File: config.mk
export PLATFORM = sky130hd
export DESIGN_NAME = interval_local_maxima_detector_flat
export DESIGN_NICKNAME = d
export VERILOG_FILES = /design/src/ilmd_pkg.sv /design/src/ilmd_in_if.sv /design/src/ilmd_out_if.sv /design/src/ilmd_front.sv /design/src/ilmd_cmd_fifo.sv /design/src/ilmd_back.sv /design/src/interval_local_maxima_detector.sv /design/src/flat_wrapper.sv
export SDC_FILE = /design/constraint.sdc
export NUM_CORES = 2
export LEC_CHECK = 0
export BUFFER_PORTS_ARGS = -buffer_cell sky130_fd_sc_hd__clkbuf_2
export CAP_MARGIN = 20
export CELL_PAD_IN_SITES_DETAIL_PLACEMENT = 2
export CELL_PAD_IN_SITES_GLOBAL_PLACEMENT = 2
export CORE_MARGIN = 10
export CORE_UTILIZATION = 45
export DETAILED_ROUTE_END_ITERATION = 10
export PLACE_DENSITY = 0.77
export SLEW_MARGIN = 30
export SYNTH_ARGS = -nofsm -noshare
export SYNTH_HDL_FRONTEND = slang
export SYNTH_SLANG_ARGS = --single-unit
File: constraint.sdc
create_clock -name clk -period 8.6 [get_ports clk]
set_input_delay 1.29 -clock clk [delete_from_list [all_inputs] [get_ports clk]]
set_output_delay 1.29 -clock clk [all_outputs]
set_load 0.01 [all_outputs]
File: src/ilmd_pkg.sv
// Shared types and codes for the interval local maxima detector.
// No dependencies; the front, queue, back, top level and testbench import this package.
`default_nettype none
package ilmd_pkg;

	typedef enum logic [2:0] {
		ST_OK        = 3'd0,
		ST_CHROM_DEC = 3'd1,
		ST_START_DEC = 3'd2,
		ST_NESTED    = 3'd3,
		ST_OVERFLOW  = 3'd4
	} status_t;

	// One classified item handed from the front to the back.
	typedef struct packed {
		logic [15:0] chromosome;
		logic [31:0] start_pos;
		logic [31:0] end_pos;
		logic [31:0] score;
		logic        final_item;
		logic        same_chrom;
		status_t     err;
	} cmd_t;

	typedef struct packed {
		logic [31:0] region_number;
		logic        is_peak;
		status_t     status;
		logic        run_end;
	} res_t;

	typedef enum logic [2:0] {
		BK_IDLE,
		BK_EV_RD,
		BK_EV_CHK,
		BK_CMP,
		BK_POST,
		BK_FL_RD,
		BK_FL_EMIT,
		BK_ERR
	} back_state_t;

endpackage
`default_nettype wire

File: src/ilmd_in_if.sv
// Input channel: one region per item, valid/ready handshake.
// No dependencies.
`default_nettype none
interface ilmd_in_if;
	logic        valid;
	logic        ready;
	logic [15:0] chromosome;
	logic [31:0] start_pos;
	logic [31:0] end_pos;
	logic signed [31:0] score;
	logic        final_item;

	modport source (output valid, chromosome, start_pos, end_pos, score, final_item,
		input ready);
	modport sink (input valid, chromosome, start_pos, end_pos, score, final_item,
		output ready);
endinterface
`default_nettype wire

File: src/ilmd_out_if.sv
// Output channel: one resolved region or error per item.
// No dependencies.
`default_nettype none
interface ilmd_out_if;
	logic        valid;
	logic        ready;
	logic [31:0] region_number;
	logic        is_peak;
	logic [2:0]  status;
	logic        run_end;

	modport source (output valid, region_number, is_peak, status, run_end, input ready);
	modport sink (input valid, region_number, is_peak, status, run_end, output ready);
endinterface
`default_nettype wire

File: src/ilmd_front.sv
// Front: accepts regions, checks sort order, tracks the ordering reference.
// Depends on ilmd_pkg and ilmd_in_if.
`default_nettype none
module ilmd_front (
	input  wire logic  clk,
	input  wire logic  arst_n,
	ilmd_in_if.sink    regions,
	output ilmd_pkg::cmd_t cmd,
	output logic       cmd_valid,
	input  wire logic  cmd_ready
);
	import ilmd_pkg::*;

	logic [15:0] chrom_q;
	logic [31:0] start_q;
	logic [31:0] end_q;
	status_t     err;
	logic        take;

	assign regions.ready = cmd_ready;
	assign cmd_valid     = regions.valid;
	assign take          = regions.valid && cmd_ready;

	always_comb begin
		priority if (regions.chromosome < chrom_q) begin
			err = ST_CHROM_DEC;
		end else if (regions.chromosome == chrom_q && regions.start_pos < start_q) begin
			err = ST_START_DEC;
		end else if (regions.chromosome == chrom_q && regions.end_pos < end_q) begin
			err = ST_NESTED;
		end else begin
			err = ST_OK;
		end
	end

	assign cmd = '{chromosome: regions.chromosome, start_pos: regions.start_pos,
		end_pos: regions.end_pos, score: regions.score, final_item: regions.final_item,
		same_chrom: (regions.chromosome == chrom_q), err: err};

	always_ff @(posedge clk or negedge arst_n) begin
		if (!arst_n) begin
			chrom_q <= '0;
			start_q <= '0;
			end_q   <= '0;
		end else if (take) begin
			if (regions.final_item) begin
				chrom_q <= '0;
				start_q <= '0;
				end_q   <= '0;
			end else if (err == ST_OK) begin
				chrom_q <= regions.chromosome;
				start_q <= regions.start_pos;
				end_q   <= regions.end_pos;
			end
		end
	end
endmodule
`default_nettype wire

File: src/ilmd_cmd_fifo.sv
// Two-entry queue of classified items between front and back.
// Depends on ilmd_pkg.
`default_nettype none
module ilmd_cmd_fifo (
	input  wire logic            clk,
	input  wire logic            arst_n,
	input  wire ilmd_pkg::cmd_t  wr_cmd,
	input  wire logic            wr_valid,
	output logic                 wr_ready,
	output ilmd_pkg::cmd_t       rd_cmd,
	output logic                 rd_valid,
	input  wire logic            rd_ready
);
	import ilmd_pkg::*;

	cmd_t       slot_q [2];
	logic       wp_q;
	logic       rp_q;
	logic [1:0] cnt_q;
	logic       push;
	logic       pop;

	assign wr_ready = (cnt_q != 2'd2);
	assign rd_valid = (cnt_q != 2'd0);
	assign rd_cmd   = slot_q[rp_q];
	assign push     = wr_valid && wr_ready;
	assign pop      = rd_valid && rd_ready;

	always_ff @(posedge clk) begin
		if (push) begin
			slot_q[wp_q] <= wr_cmd;
		end
	end

	always_ff @(posedge clk or negedge arst_n) begin
		if (!arst_n) begin
			wp_q  <= 1'b0;
			rp_q  <= 1'b0;
			cnt_q <= 2'd0;
		end else begin
			if (push) begin
				wp_q <= ~wp_q;
			end
			if (pop) begin
				rp_q <= ~rp_q;
			end
			cnt_q <= cnt_q + {1'b0, push} - {1'b0, pop};
		end
	end
endmodule
`default_nettype wire

File: src/ilmd_back.sv
// Back: pending-region window, eviction, score comparison and result output.
// Depends on ilmd_pkg.
`default_nettype none
module ilmd_back #(
	parameter int DEPTH = 32
) (
	input  wire logic           clk,
	input  wire logic           arst_n,
	input  wire logic [31:0]    window_range,
	input  wire ilmd_pkg::cmd_t cmd,
	input  wire logic           cmd_valid,
	output logic                cmd_ready,
	output ilmd_pkg::res_t      res,
	output logic                res_valid,
	input  wire logic           res_ready
);
	import ilmd_pkg::*;

	localparam int IW = $clog2(DEPTH);
	localparam int CW = $clog2(DEPTH + 1);
	localparam int SW = IW + 2;

	function automatic logic [IW-1:0] wrap(input logic [SW-1:0] a);
		logic [SW-1:0] d;
		d = a - SW'(DEPTH);
		wrap = (a >= SW'(DEPTH)) ? d[IW-1:0] : a[IW-1:0];
	endfunction

	back_state_t state_q, state_d;
	cmd_t        c_q;
	status_t     st_q;
	logic [IW-1:0] head_q;
	logic [CW-1:0] count_q;
	logic [CW-1:0] k_q;
	logic [31:0]   num_q;
	logic [DEPTH-1:0] beaten_q;
	logic        item_beaten_q;
	logic        hold_v_q;
	res_t        hold_q;
	logic        out_v_q;
	res_t        out_q;

	logic [31:0] mem_end   [DEPTH];
	logic [31:0] mem_score [DEPTH];
	logic [31:0] mem_num   [DEPTH];
	logic [31:0] rd_end_q;
	logic [31:0] rd_score_q;
	logic [31:0] rd_num_q;

	logic [IW-1:0] raddr, tail, cmp_idx;
	logic        slot_free, evict, ld_cmd, emit, pop, ld_hold, clr_hold;
	logic        cmp_step, ins, clr_run, set_ovf, cmp_last;
	res_t        emit_res, head_res;

	assign slot_free = !out_v_q || res_ready;
	assign tail      = wrap(SW'(head_q) + SW'(count_q));
	assign cmp_idx   = wrap(SW'(head_q) + SW'(k_q));
	assign cmp_last  = (k_q + 1'b1) == count_q;
	assign evict     = (count_q != '0) && (!c_q.same_chrom ||
		({1'b0, c_q.start_pos} > ({1'b0, rd_end_q} + {1'b0, window_range})));
	assign head_res  = '{region_number: rd_num_q, is_peak: !beaten_q[head_q],
		status: ST_OK, run_end: 1'b0};

	// next state
	always_comb begin
		state_d = state_q;
		unique case (state_q)
			BK_IDLE: begin
				if (cmd_valid) begin
					priority if (cmd.err != ST_OK && cmd.final_item) begin
						state_d = BK_FL_RD;
					end else if (cmd.err != ST_OK) begin
						state_d = BK_ERR;
					end else begin
						state_d = BK_EV_RD;
					end
				end
			end
			BK_EV_RD: state_d = BK_EV_CHK;
			BK_EV_CHK: begin
				if (!hold_v_q || slot_free) begin
					priority if (evict) begin
						state_d = BK_EV_RD;
					end else if (count_q != '0) begin
						state_d = BK_CMP;
					end else begin
						state_d = BK_POST;
					end
				end
			end
			BK_CMP: begin
				if (cmp_last) begin
					state_d = BK_POST;
				end
			end
			BK_POST: begin
				priority if (c_q.final_item) begin
					state_d = BK_FL_RD;
				end else if (count_q == CW'(DEPTH)) begin
					state_d = BK_ERR;
				end else begin
					state_d = BK_IDLE;
				end
			end
			BK_FL_RD: state_d = BK_FL_EMIT;
			BK_FL_EMIT: begin
				if (slot_free) begin
					state_d = (count_q != '0) ? BK_FL_RD : BK_IDLE;
				end
			end
			BK_ERR: begin
				if (slot_free) begin
					state_d = BK_IDLE;
				end
			end
			default: state_d = BK_IDLE;
		endcase
	end

	// outputs
	always_comb begin
		cmd_ready = 1'b0;
		ld_cmd    = 1'b0;
		raddr     = head_q;
		emit      = 1'b0;
		emit_res  = head_res;
		pop       = 1'b0;
		ld_hold   = 1'b0;
		clr_hold  = 1'b0;
		cmp_step  = 1'b0;
		ins       = 1'b0;
		clr_run   = 1'b0;
		set_ovf   = 1'b0;
		unique case (state_q)
			BK_IDLE: begin
				cmd_ready = 1'b1;
				ld_cmd    = cmd_valid;
			end
			BK_EV_CHK: begin
				if (!hold_v_q || slot_free) begin
					if (hold_v_q) begin
						emit     = 1'b1;
						emit_res = hold_q;
						emit_res.run_end = !evict && !c_q.final_item;
					end
					if (evict) begin
						pop     = 1'b1;
						ld_hold = 1'b1;
					end else begin
						clr_hold = 1'b1;
					end
				end
			end
			BK_CMP: begin
				cmp_step = 1'b1;
				raddr    = wrap(SW'(head_q) + SW'(k_q) + SW'(1));
			end
			BK_POST: begin
				if (!c_q.final_item) begin
					if (count_q == CW'(DEPTH)) begin
						set_ovf = 1'b1;
					end else begin
						ins = 1'b1;
					end
				end
			end
			BK_FL_EMIT: begin
				if (slot_free) begin
					emit = 1'b1;
					if (count_q != '0) begin
						pop = 1'b1;
					end else begin
						clr_run = 1'b1;
						emit_res = '{region_number: num_q,
							is_peak: (st_q == ST_OK) && !item_beaten_q,
							status: st_q, run_end: 1'b1};
					end
				end
			end
			BK_ERR: begin
				if (slot_free) begin
					emit     = 1'b1;
					emit_res = '{region_number: num_q, is_peak: 1'b0,
						status: st_q, run_end: 1'b1};
				end
			end
			default: begin
				cmd_ready = 1'b0;
			end
		endcase
	end

	// window storage
	always_ff @(posedge clk) begin
		if (ins) begin
			mem_end[tail]   <= c_q.end_pos;
			mem_score[tail] <= c_q.score;
			mem_num[tail]   <= num_q;
		end
		rd_end_q   <= mem_end[raddr];
		rd_score_q <= mem_score[raddr];
		rd_num_q   <= mem_num[raddr];
		if (ld_cmd) begin
			c_q <= cmd;
		end
		if (ld_hold) begin
			hold_q <= head_res;
		end
		if (emit) begin
			out_q <= emit_res;
		end
	end

	always_ff @(posedge clk or negedge arst_n) begin
		if (!arst_n) begin
			state_q       <= BK_IDLE;
			st_q          <= ST_OK;
			head_q        <= '0;
			count_q       <= '0;
			k_q           <= '0;
			num_q         <= '0;
			beaten_q      <= '0;
			item_beaten_q <= 1'b0;
			hold_v_q      <= 1'b0;
			out_v_q       <= 1'b0;
		end else begin
			state_q <= state_d;
			if (ld_cmd) begin
				st_q          <= cmd.err;
				k_q           <= '0;
				item_beaten_q <= 1'b0;
			end
			if (set_ovf) begin
				st_q <= ST_OVERFLOW;
			end
			if (pop) begin
				head_q  <= wrap(SW'(head_q) + SW'(1));
				count_q <= count_q - 1'b1;
			end
			if (ld_hold) begin
				hold_v_q <= 1'b1;
			end else if (clr_hold) begin
				hold_v_q <= 1'b0;
			end
			if (cmp_step) begin
				k_q <= k_q + 1'b1;
				if ($signed(rd_score_q) > $signed(c_q.score)) begin
					item_beaten_q <= 1'b1;
				end else if ($signed(c_q.score) > $signed(rd_score_q)) begin
					beaten_q[cmp_idx] <= 1'b1;
				end
			end
			if (ins) begin
				beaten_q[tail] <= item_beaten_q;
				count_q        <= count_q + 1'b1;
				num_q          <= num_q + 32'd1;
			end
			if (clr_run) begin
				head_q  <= '0;
				count_q <= '0;
				num_q   <= '0;
			end
			if (emit) begin
				out_v_q <= 1'b1;
			end else if (res_ready) begin
				out_v_q <= 1'b0;
			end
		end
	end

	assign res       = out_q;
	assign res_valid = out_v_q;
endmodule
`default_nettype wire

File: src/interval_local_maxima_detector.sv
// Interval local maxima detector. Per item the back evicts the regions that the new start
// has moved past or that lie on another chromosome, compares the item with each region still
// pending through one comparator and inserts it, or on a final item flushes every pending region.
// One item at a time in the back; the front and a two-entry queue take the next ones.
// Reset (arst_n, asynchronous): window empty, run state zero, window_range = 1.
`default_nettype none
module interval_local_maxima_detector #(
	parameter int WINDOW_DEPTH = 32
) (
	input  wire logic        clk,
	input  wire logic        arst_n,
	ilmd_in_if.sink          regions,
	ilmd_out_if.source       results,
	input  wire logic        cfg_we,
	input  wire logic [31:0] cfg_wdata
);
	import ilmd_pkg::*;

	logic [31:0] range_q;
	cmd_t        f_cmd, b_cmd;
	logic        f_valid, f_ready, b_valid, b_ready;
	res_t        res;
	logic        res_valid;

	// neighbour range register; the user must write it only while the block is idle; the block does not enforce it
	always_ff @(posedge clk or negedge arst_n) begin
		if (!arst_n) begin
			range_q <= 32'd1;
		end else if (cfg_we) begin
			range_q <= cfg_wdata;
		end
	end

	// front: order checks, classify, hold the ordering reference
	ilmd_front u_front (
		.clk       (clk),
		.arst_n    (arst_n),
		.regions   (regions),
		.cmd       (f_cmd),
		.cmd_valid (f_valid),
		.cmd_ready (f_ready)
	);

	// queue so the front keeps accepting while the back works
	ilmd_cmd_fifo u_fifo (
		.clk      (clk),
		.arst_n   (arst_n),
		.wr_cmd   (f_cmd),
		.wr_valid (f_valid),
		.wr_ready (f_ready),
		.rd_cmd   (b_cmd),
		.rd_valid (b_valid),
		.rd_ready (b_ready)
	);

	// back: evict, compare, insert or flush, drive the result register
	ilmd_back #(
		.DEPTH (WINDOW_DEPTH)
	) u_back (
		.clk          (clk),
		.arst_n       (arst_n),
		.window_range (range_q),
		.cmd          (b_cmd),
		.cmd_valid    (b_valid),
		.cmd_ready    (b_ready),
		.res          (res),
		.res_valid    (res_valid),
		.res_ready    (results.ready)
	);

	assign results.valid         = res_valid;
	assign results.region_number = res.region_number;
	assign results.is_peak       = res.is_peak;
	assign results.status        = res.status;
	assign results.run_end       = res.run_end;

`ifndef SYNTHESIS
	a_accept_queued: assert property (@(posedge clk) disable iff (!arst_n)
		regions.valid && regions.ready |=> b_valid)
		else $error("accepted item did not reach the queue");
	a_err_not_peak: assert property (@(posedge clk) disable iff (!arst_n)
		results.valid && results.status != ST_OK |-> !results.is_peak)
		else $error("error result flagged as peak");
	a_err_last: assert property (@(posedge clk) disable iff (!arst_n)
		results.valid && results.status != ST_OK |-> results.run_end)
		else $error("error result not last of its item");
`endif
endmodule
`default_nettype wire

File: src/flat_wrapper.sv
// flat-port wrapper written by rule: the top's interface ports become plain ports
module interval_local_maxima_detector_flat import ilmd_pkg::*;
#(
	parameter int WINDOW_DEPTH = 32
)
  (clk, arst_n, cfg_we, cfg_wdata, regions_valid, regions_chromosome, regions_start_pos, regions_end_pos, regions_score, regions_final_item, regions_ready, results_valid, results_region_number, results_is_peak, results_status, results_run_end, results_ready);
  ilmd_in_if regions_i ();
  ilmd_out_if results_i ();
  input  wire logic clk;
  input  wire logic arst_n;
  input  wire logic cfg_we;
  input  wire logic [31:0] cfg_wdata;
  input wire logic [$bits(regions_i.valid)-1:0] regions_valid;
  input wire logic [$bits(regions_i.chromosome)-1:0] regions_chromosome;
  input wire logic [$bits(regions_i.start_pos)-1:0] regions_start_pos;
  input wire logic [$bits(regions_i.end_pos)-1:0] regions_end_pos;
  input wire logic [$bits(regions_i.score)-1:0] regions_score;
  input wire logic [$bits(regions_i.final_item)-1:0] regions_final_item;
  output wire logic [$bits(regions_i.ready)-1:0] regions_ready;
  output wire logic [$bits(results_i.valid)-1:0] results_valid;
  output wire logic [$bits(results_i.region_number)-1:0] results_region_number;
  output wire logic [$bits(results_i.is_peak)-1:0] results_is_peak;
  output wire logic [$bits(results_i.status)-1:0] results_status;
  output wire logic [$bits(results_i.run_end)-1:0] results_run_end;
  input wire logic [$bits(results_i.ready)-1:0] results_ready;
  assign regions_i.valid = regions_valid;
  assign regions_i.chromosome = regions_chromosome;
  assign regions_i.start_pos = regions_start_pos;
  assign regions_i.end_pos = regions_end_pos;
  assign regions_i.score = regions_score;
  assign regions_i.final_item = regions_final_item;
  assign regions_ready = regions_i.ready;
  assign results_valid = results_i.valid;
  assign results_region_number = results_i.region_number;
  assign results_is_peak = results_i.is_peak;
  assign results_status = results_i.status;
  assign results_run_end = results_i.run_end;
  assign results_i.ready = results_ready;
  interval_local_maxima_detector #(.WINDOW_DEPTH(WINDOW_DEPTH)) u_core (.clk(clk), .arst_n(arst_n), .regions(regions_i), .results(results_i), .cfg_we(cfg_we), .cfg_wdata(cfg_wdata));
endmodule
### Word level (Yosys, flattened, before mapping)

Memories as Yosys holds them, arrays and structs flattened. A register that Yosys moved wholly into a read port is not among the register bits.
Index checks and enable logic that the tools add are counted.

| storage, ports and cells | value |
|---|---|
| flip-flop bits (word level) | 374 |
| memory bits (writable) | 3306 |
| bits of input ports | 150 |
| memories kept | 4 |

Memories:

| memory | depth | width | rd ports | clocked after memory_dff | write ports | RTL line | text |
|---|---|---|---|---|---|---|---|
| u_core.u_back.mem_end | 32 | 32 | 1 | 1 | 1 | ilmd_back.sv:43 | `logic [31:0] mem_end [DEPTH];` |
| u_core.u_back.mem_num | 32 | 32 | 1 | 1 | 1 | ilmd_back.sv:45 | `logic [31:0] mem_num [DEPTH];` |
| u_core.u_back.mem_score | 32 | 32 | 1 | 1 | 1 | ilmd_back.sv:44 | `logic [31:0] mem_score [DEPTH];` |
| u_core.u_fifo.slot_q | 2 | 117 | 1 | 0 | 1 | ilmd_cmd_fifo.sv:16 | `cmd_t slot_q [2];` |

| operators by class | value |
|---|---|
| add/sub/neg operators | 15 |
| magnitude comparators | 15 |
| equal/unequal tests | 16 |
| multiplexer cells | 91 |
| bitwise gates (word level) | 3 |
| reduce and logical (&&, ||, !) cells | 37 |

Operators by type and width:

| operator | count |
|---|---|
| 32-bit 2-to-1 mux | 10 |
| 37-bit 2-to-1 mux | 5 |
| 37-bit case mux with 3 select lines | 1 |
| 32-bit > comparator | 2 |
| 32-bit less-than comparator | 2 |
| 3-bit 2-to-1 mux | 15 |
| 1-bit 2-to-1 mux | 37 |
| 5-bit 2-to-1 mux | 7 |
| 32-bit by 32-bit adder with 33-bit output | 1 |
| 32-bit by 33-bit > comparator with 1-bit output | 1 |
| 32-bit by 1-bit adder with 32-bit output (second input constant) | 1 |
| 32-bit bitwise mux | 1 |
| 16-bit 2-to-1 mux | 2 |
| 32-bit bitwise OR | 1 |
| 6-bit 2-to-1 mux | 5 |
| 3-bit case mux with 8 select lines | 1 |
| 7-bit by 6-bit >= comparator with 1-bit output (second input constant) | 3 |
| 5-bit by 1-bit subtractor with 5-bit output (second input constant) | 4 |
| 5-bit by 6-bit less-than comparator with 1-bit output (second input constant) | 3 |
| 16-bit equality test | 1 |
| 16-bit less-than comparator | 1 |
| 2-bit nonzero test | 8 |
| 5-bit by 6-bit adder with 7-bit output | 2 |
| 6-bit by 1-bit adder with 6-bit output (second input constant) | 2 |
| other kinds (27) | 61 |

### Depth between registers and ports, before layout

| depth | value |
|---|---|
| word-level depth | 13 |
| mapped depth | 22 |
| depth with buffers taken out | 21 |

### Modules after synthesis

A second synthesis with hierarchy kept.

| unflattened totals | value |
|---|---|
| cell total of the unflattened synthesis | 11648 |
| area total of the unflattened synthesis | 154340.5 µm² |

Modules (own cells, without submodules):

| module | times used | cells each | area an instance (µm²) | seq. area each (µm²) |
|---|---|---|---|---|
| ilmd_back | 1 | 10428 | 137185.3 | 101467.3 |
| ilmd_cmd_fifo | 1 | 381 | 8705.8 | 7126.8 |
| ilmd_front | 1 | 771 | 7103.1 | 2001.9 |
| interval_local_maxima_detector | 1 | 68 | 1346.3 | 802.0 |

### Worst setup path after synthesis

Ideal clock, no wire load.

| timing | value |
|---|---|
| kind | reg-to-reg |
| start point | register u_core.u_back.count_q[0] |
| end point | register u_core.u_back.beaten_q[6] |
| data arrival time | 6.579 ns |
| required time | 8.492 ns |
| path slack | 1.912 ns |
| stages on the path, launching flop included | 10 |
| buffers on the path | 0 |
| cell sequence | dfrtp_1 -> ha_1 -> fa_1 -> a21o_1 -> a21oi_1 -> xnor2_1 -> nand2_1 -> nor2_1 -> or2_2 -> a2bb2oi_1 |

| between the ends | value |
|---|---|
| longest elaborated chain between the ends | 9 |
| elaborated cells on any way between the ends | 15 |

Ends and longest elaborated chain:

| item | RTL line | text |
|---|---|---|
| start, declared | ilmd_back.sv:33 | `logic [CW-1:0] count_q;` |
| start signal, assigned | ilmd_back.sv:238 | `count_q <= count_q - 1'b1;` |
| start signal, assigned | ilmd_back.sv:255 | `count_q <= count_q + 1'b1;` |
| 5-bit by 6-bit adder with 7-bit output | ilmd_back.sv:56 | `assign tail = wrap(SW'(head_q) + SW'(count_q));` |
| 7-bit by 6-bit >= comparator with 1-bit output or 5-bit by 1-bit subtractor with 5-bit output (tied branches) | ilmd_back.sv:26, ilmd_back.sv:25 |  |
| 5-bit 2-to-1 mux | ilmd_back.sv:26 | `wrap = (a >= SW'(DEPTH)) ? d[IW-1:0] : a[IW-1:0];` |
| 5-bit by 6-bit less-than comparator with 1-bit output (not written as such) or 5-bit by 1-bit >= comparator with 1-bit output (tied branches) | ilmd_back.sv:254 | `beaten_q[tail] <= item_beaten_q;` |
| 1-bit logical AND (not written as such) | ilmd_back.sv:254 |  |
| 1-bit 2-to-1 mux (not written as such) | ilmd_back.sv:254 |  |
| 1-bit demux with 5-bit select | ilmd_back.sv:254 |  |
| 32-bit bitwise mux | ilmd_back.sv:254 |  |
| 32-bit 2-to-1 mux * | ilmd_back.sv:253 | `if (ins) begin` |
| end signal, assigned by index | ilmd_back.sv:254 |  |
| end, declared | ilmd_back.sv:36 | `logic [DEPTH-1:0] beaten_q;` |

Mark *: on every way between the ends. The rest lies on a longest branch, timed or not.
A chain may end at the register's enable or synchronous reset.

### Final worst setup path

| timing | value |
|---|---|
| start point | register u_core.range_q[0] |
| end point | register u_core.u_back.hold_q[21] (netlist name), enable pin |

| between the ends | value |
|---|---|
| longest elaborated chain between the ends | 7 |

Ends and longest elaborated chain:

| item | RTL line | text |
|---|---|---|
| start, declared | interval_local_maxima_detector.sv:19 | `logic [31:0] range_q;` |
| start signal, assigned | interval_local_maxima_detector.sv:30 | `range_q <= cfg_wdata;` |
| 32-bit by 32-bit adder with 33-bit output | ilmd_back.sv:60 | `({1'b0, c_q.start_pos} > ({1'b0, rd_end_q} + {1'b0, window_range})));` |
| 32-bit by 33-bit > comparator with 1-bit output | ilmd_back.sv:60 |  |
| 1-bit logical OR | ilmd_back.sv:59 | `assign evict = (count_q != '0) && (!c_q.same_chrom \|\|` |
| 1-bit logical AND | ilmd_back.sv:59 |  |
| 1-bit 2-to-1 mux | ilmd_back.sv:146 | `if (evict) begin` |
| 1-bit 2-to-1 mux | ilmd_back.sv:140 | `if (!hold_v_q \|\| slot_free) begin` |
| 1-bit 2-to-1 mux | ilmd_back.sv:134 | `unique case (state_q)` |
| net u_core.u_back.ld_hold | ilmd_back.sv:51 | `logic slot_free, evict, ld_cmd, emit, pop, ld_hold, clr_hold;` |
| end signal, assigned | ilmd_back.sv:207 | `hold_q <= head_res;` |
| end, declared | ilmd_back.sv:39 | `res_t hold_q;` |

The timed path passes the listed nets, and every way through them passes these cells.

==> results.sh <==
export IMPL_numCtsBuffers=393
export IMPL_core_area_um2=327000
export IMPL_crit_arrival_ns=7.92
export IMPL_dp_final_hpwl_um=284000
export IMPL_htree_num_levels=5
export IMPL_insertion_delay_ns=1.01
export IMPL_wire_per_inst_um=44.6
export IMPL_fin_crit_ns=7.31
export IMPL_crit_chain="ha_1 > fa_1 > a211oi_1 > nor2_1 > o211a_1 > o21ai_1 > a211oi_1 > a211oi_1 > nor2_1 > mux2i_1 > xnor2_1 > ha_1 > nand3_1 > nor2_1 > nand3_1 > nand4_1 > a211o_1 > o31ai_2 > nand2b_1 > nor3_2 > buf_4"
export IMPL_rsz0062_at_grt="no"
export IMPL_cts_root_buffer="clkbuf_16"
export IMPL_synth_area_um2=147000
export IMPL_num_vias=88900
export IMPL_vias_per_cell=6.80
export IMPL_grt_antenna_before_repair=36
export IMPL_gr_total_overflow=0
export IMPL_postCtsHoldBufs=0
export IMPL_fp_dieW_um=592
export IMPL_globalplace_congestion=0.827
export IMPL_hold_path_class="primary input to asynchronous set/reset pin"
export IMPL_avgSynthCellArea_um2=18.6
export IMPL_tns_ns=0
export IMPL_post_place_ws_ns=1.99
export IMPL_period_share_pct=85.0
export IMPL_async_reset_ff_share_pct=5.51
export IMPL_ios=189
export IMPL_fin_ws_ns=1.29
export IMPL_grt_pass1_wl_um=783000
export IMPL_drive_above_1_share_pct=23.5
export IMPL_rr_startpoint="u_core.range_q[0]"
export IMPL_cpPeakStageDelay_ns=0.79
export IMPL_clk_path_buf_depth=4
export IMPL_syn2layout_area_growth_pct=14.5
export IMPL_synthCells=7940
export IMPL_drtIter0Drc=13200
export IMPL_grt_start_max_net_pins=131
export IMPL_grt_pass1_vias=94900
export IMPL_drv_slew=0
export IMPL_yosysSeqAreaShare_pct=74.9
export IMPL_clkSlewWorstSetupHoldPaths_ns=0.07
export IMPL_drc=0
export IMPL_synthFlopType="edfxtp_1"
export IMPL_wirelength_um=583000
export IMPL_peakVddDrop_uv=366
export IMPL_cts_tree="built"
export IMPL_synth_edf_count=3440
export IMPL_hold_viol=0
export IMPL_crit_required_ns=9.21
export IMPL_fp_row_count=210
export IMPL_path_class="flip-flop to flip-flop"
export IMPL_cp_top_family="compound AO/OA/AOI/OAI gates"
export IMPL_initial_core_util_pct=45.1
export IMPL_num_fill_cells=28300
export IMPL_nNetsFinal=8720
export IMPL_p_leak_nw=56.4
export IMPL_stdcell_count=13100
export IMPL_ys_warn_count=0
export IMPL_pwr_density_cell_nw_per_um2=404
export IMPL_end_kind="flip-flop"
export IMPL_tightestPinTransition_ns=1.20
export IMPL_critPathLaunchType="flip-flop"
export IMPL_dp_cells=12300
export IMPL_skew_ns=0.0477
export IMPL_post_cts_buffers=0
export IMPL_drtPass1Iterations=9
export IMPL_startpoint="u_core.range_q[0]"
export IMPL_cp_slowest_cell="o31ai_2"
export IMPL_critPathBufInv=1
export IMPL_syn_nets=8289
export IMPL_cts_sinks=3742
export IMPL_fmax_mhz=137
export IMPL_die_height_um=592
export IMPL_die_area_um2=351000
export IMPL_setup_viol=0
export IMPL_port_buffers=188
export IMPL_cts_resized=0
export IMPL_maxCapViolations=0
export IMPL_outcome="finished clean"
export IMPL_grt_use_total_pct=31.4
export IMPL_ys_ff_latch=3742
export IMPL_synth_cell_type_count=81
export IMPL_postRouteAntennaNets=0
export IMPL_slew_headroom_pct=19.7
export IMPL_crit_fanout=33
-- report_power, final --
part	internal [mW]	total, mW	switching (mW)
Combinational	8.69	24.4	15.7
Clock	10.3	18.6	8.29
Sequential	23.3	25.2	1.88
-- flip-flops by register name (all words and copies together), names as in the netlist, 33 cells and up --
name                     count
u_core.u_back.hold_q        33
u_core.u_back.mem_num     1024
u_core.u_back.c_q           98
u_core.u_fifo.slot_q       200
u_core.u_back.mem_score   1024
u_core.u_back.res           37
u_core.u_back.mem_end     1024
-- cell type report --
type	count	area (µm²)	area share, %
Multi-Input combinational cell	3604	34900	20.7
Sequential cell	3742	110000	65.4
Timing Repair Buffer	453	4090	2.43
Antenna cell	17	42.5	0.0252
Clock inverter	204	2450	1.45
Tap cell	4346	5440	3.22
Inverter	177	672	0.398
Clock buffer	532	10700	6.37
-- layout by cell type (no fill, tap or decap), drive strengths merged, types with 15 or more instances in the layout --
cell    Yosys  routed
a21o       75      75
a21oi     111     111
a222oi     33      33
a31oi      20      20
a32o       80      80
and3       17      17
buf       232     266
bufinv      0      48
clkbuf    185     719
clkinv      1     128
dfrtp     205     205
dfxtp      96      96
diode       0      17
edfxtp   3440    3440
ha        195     195
inv       176     191
mux2      138     138
mux4      778     778
nand2     934     934
nand3     531     531
nand4      67      67
nor2      145     145
nor3       33      33
o21ai     158     158
or3        15      15
xnor2      44      44
xor2       41      41
-- logic make-up (layout without fill, tap and decap cells) --
family / count (synthesis) / count (layout) / synth area share, %
buffers and inverters: 594 / 1366 / 1.72
and+or+nand+nor: 1813 / 1813 / 5.43
adders and majority gates: 199 / 199 / 1.71
muxes: 926 / 926 / 13.0
xor gates and xnor gates: 85 / 85 / 0.505
other: 0 / 17 / 0
AOI/OAI and AO/OA: 581 / 581 / 2.74
DFF: 3742 / 3742 / 74.9
-- through the flow --
step / total power [mW] / util, % / area [µm²] / hold slack (ns)
finish: 68.1 / 51.7 / 169000 / 0.314
detailed placement: 47.7 / 47.3 / 154000 / 0.416
global route: 70.0 / 51.6 / 169000 / 0.342
floorplan: 39.3 / - / 147000 / 0.407
global placement: 45.6 / 47.2 / 154000 / 0.417
CTS: 67.0 / 51.3 / 168000 / 0.330
-- routing by layer --
metal	GRT usage [%]	up-vias	wire, µm
li1	-	32500	-
met1	38.8	47500	204000
met2	52.5	6782	287000
met3	6.34	1954	53500
met4	16.1	30	37900
met5	0	-	231
-- final timing paths --
check,to,slack [ns],cells past startpoint
max,u_core.u_back.hold_q[21],1.29,21
min,u_core.u_front.start_q[9],0.31,1
max reg2reg,u_core.u_back.hold_q[21],1.29,21
min reg2reg,u_core.u_back.hold_q[15],0.45,0
max in group asynchronous,u_core.u_back.num_q[13],6.75,3
min in group clk,u_core.u_back.hold_q[15],0.45,0
-- Yosys cell counts (6+ instances only) --
cell type / instances / area (µm²)
nand4_1: 67 / 419
or3_1: 15 / 93.8
a31oi_1: 20 / 125
o31ai_1: 6 / 45.0
nor2_1: 143 / 537
dfrtp_1: 205 / 5130
ha_1: 195 / 2440
buf_2: 188 / 941
edfxtp_1: 3440 / 103000
mux4_2: 778 / 17500
xor2_1: 41 / 359
mux2_2: 138 / 1550
a22oi_1: 14 / 105
inv_1: 175 / 657
buf_6: 8 / 90.1
o21bai_1: 9 / 67.6
nor2b_1: 12 / 75.1
and2_1: 7 / 43.8
o21ai_0: 46 / 230
o21ai_1: 112 / 561
nor3_1: 31 / 155
buf_1: 33 / 124
o21a_1: 12 / 90.1
and3_1: 17 / 106
a21o_1: 75 / 563
mux2i_1: 10 / 100
nand3_1: 530 / 2650
nand2_1: 933 / 3500
and4_1: 7 / 61.3
a211oi_1: 11 / 82.6
nand2b_1: 14 / 87.6
xnor2_1: 44 / 385
o211ai_1: 6 / 45.0
dfxtp_1: 96 / 1920
clkbuf_1: 185 / 694
a222oi_1: 33 / 330
a32o_1: 80 / 801
a21oi_1: 111 / 556
No activity file was read; power rests on OpenSTA's default activity.
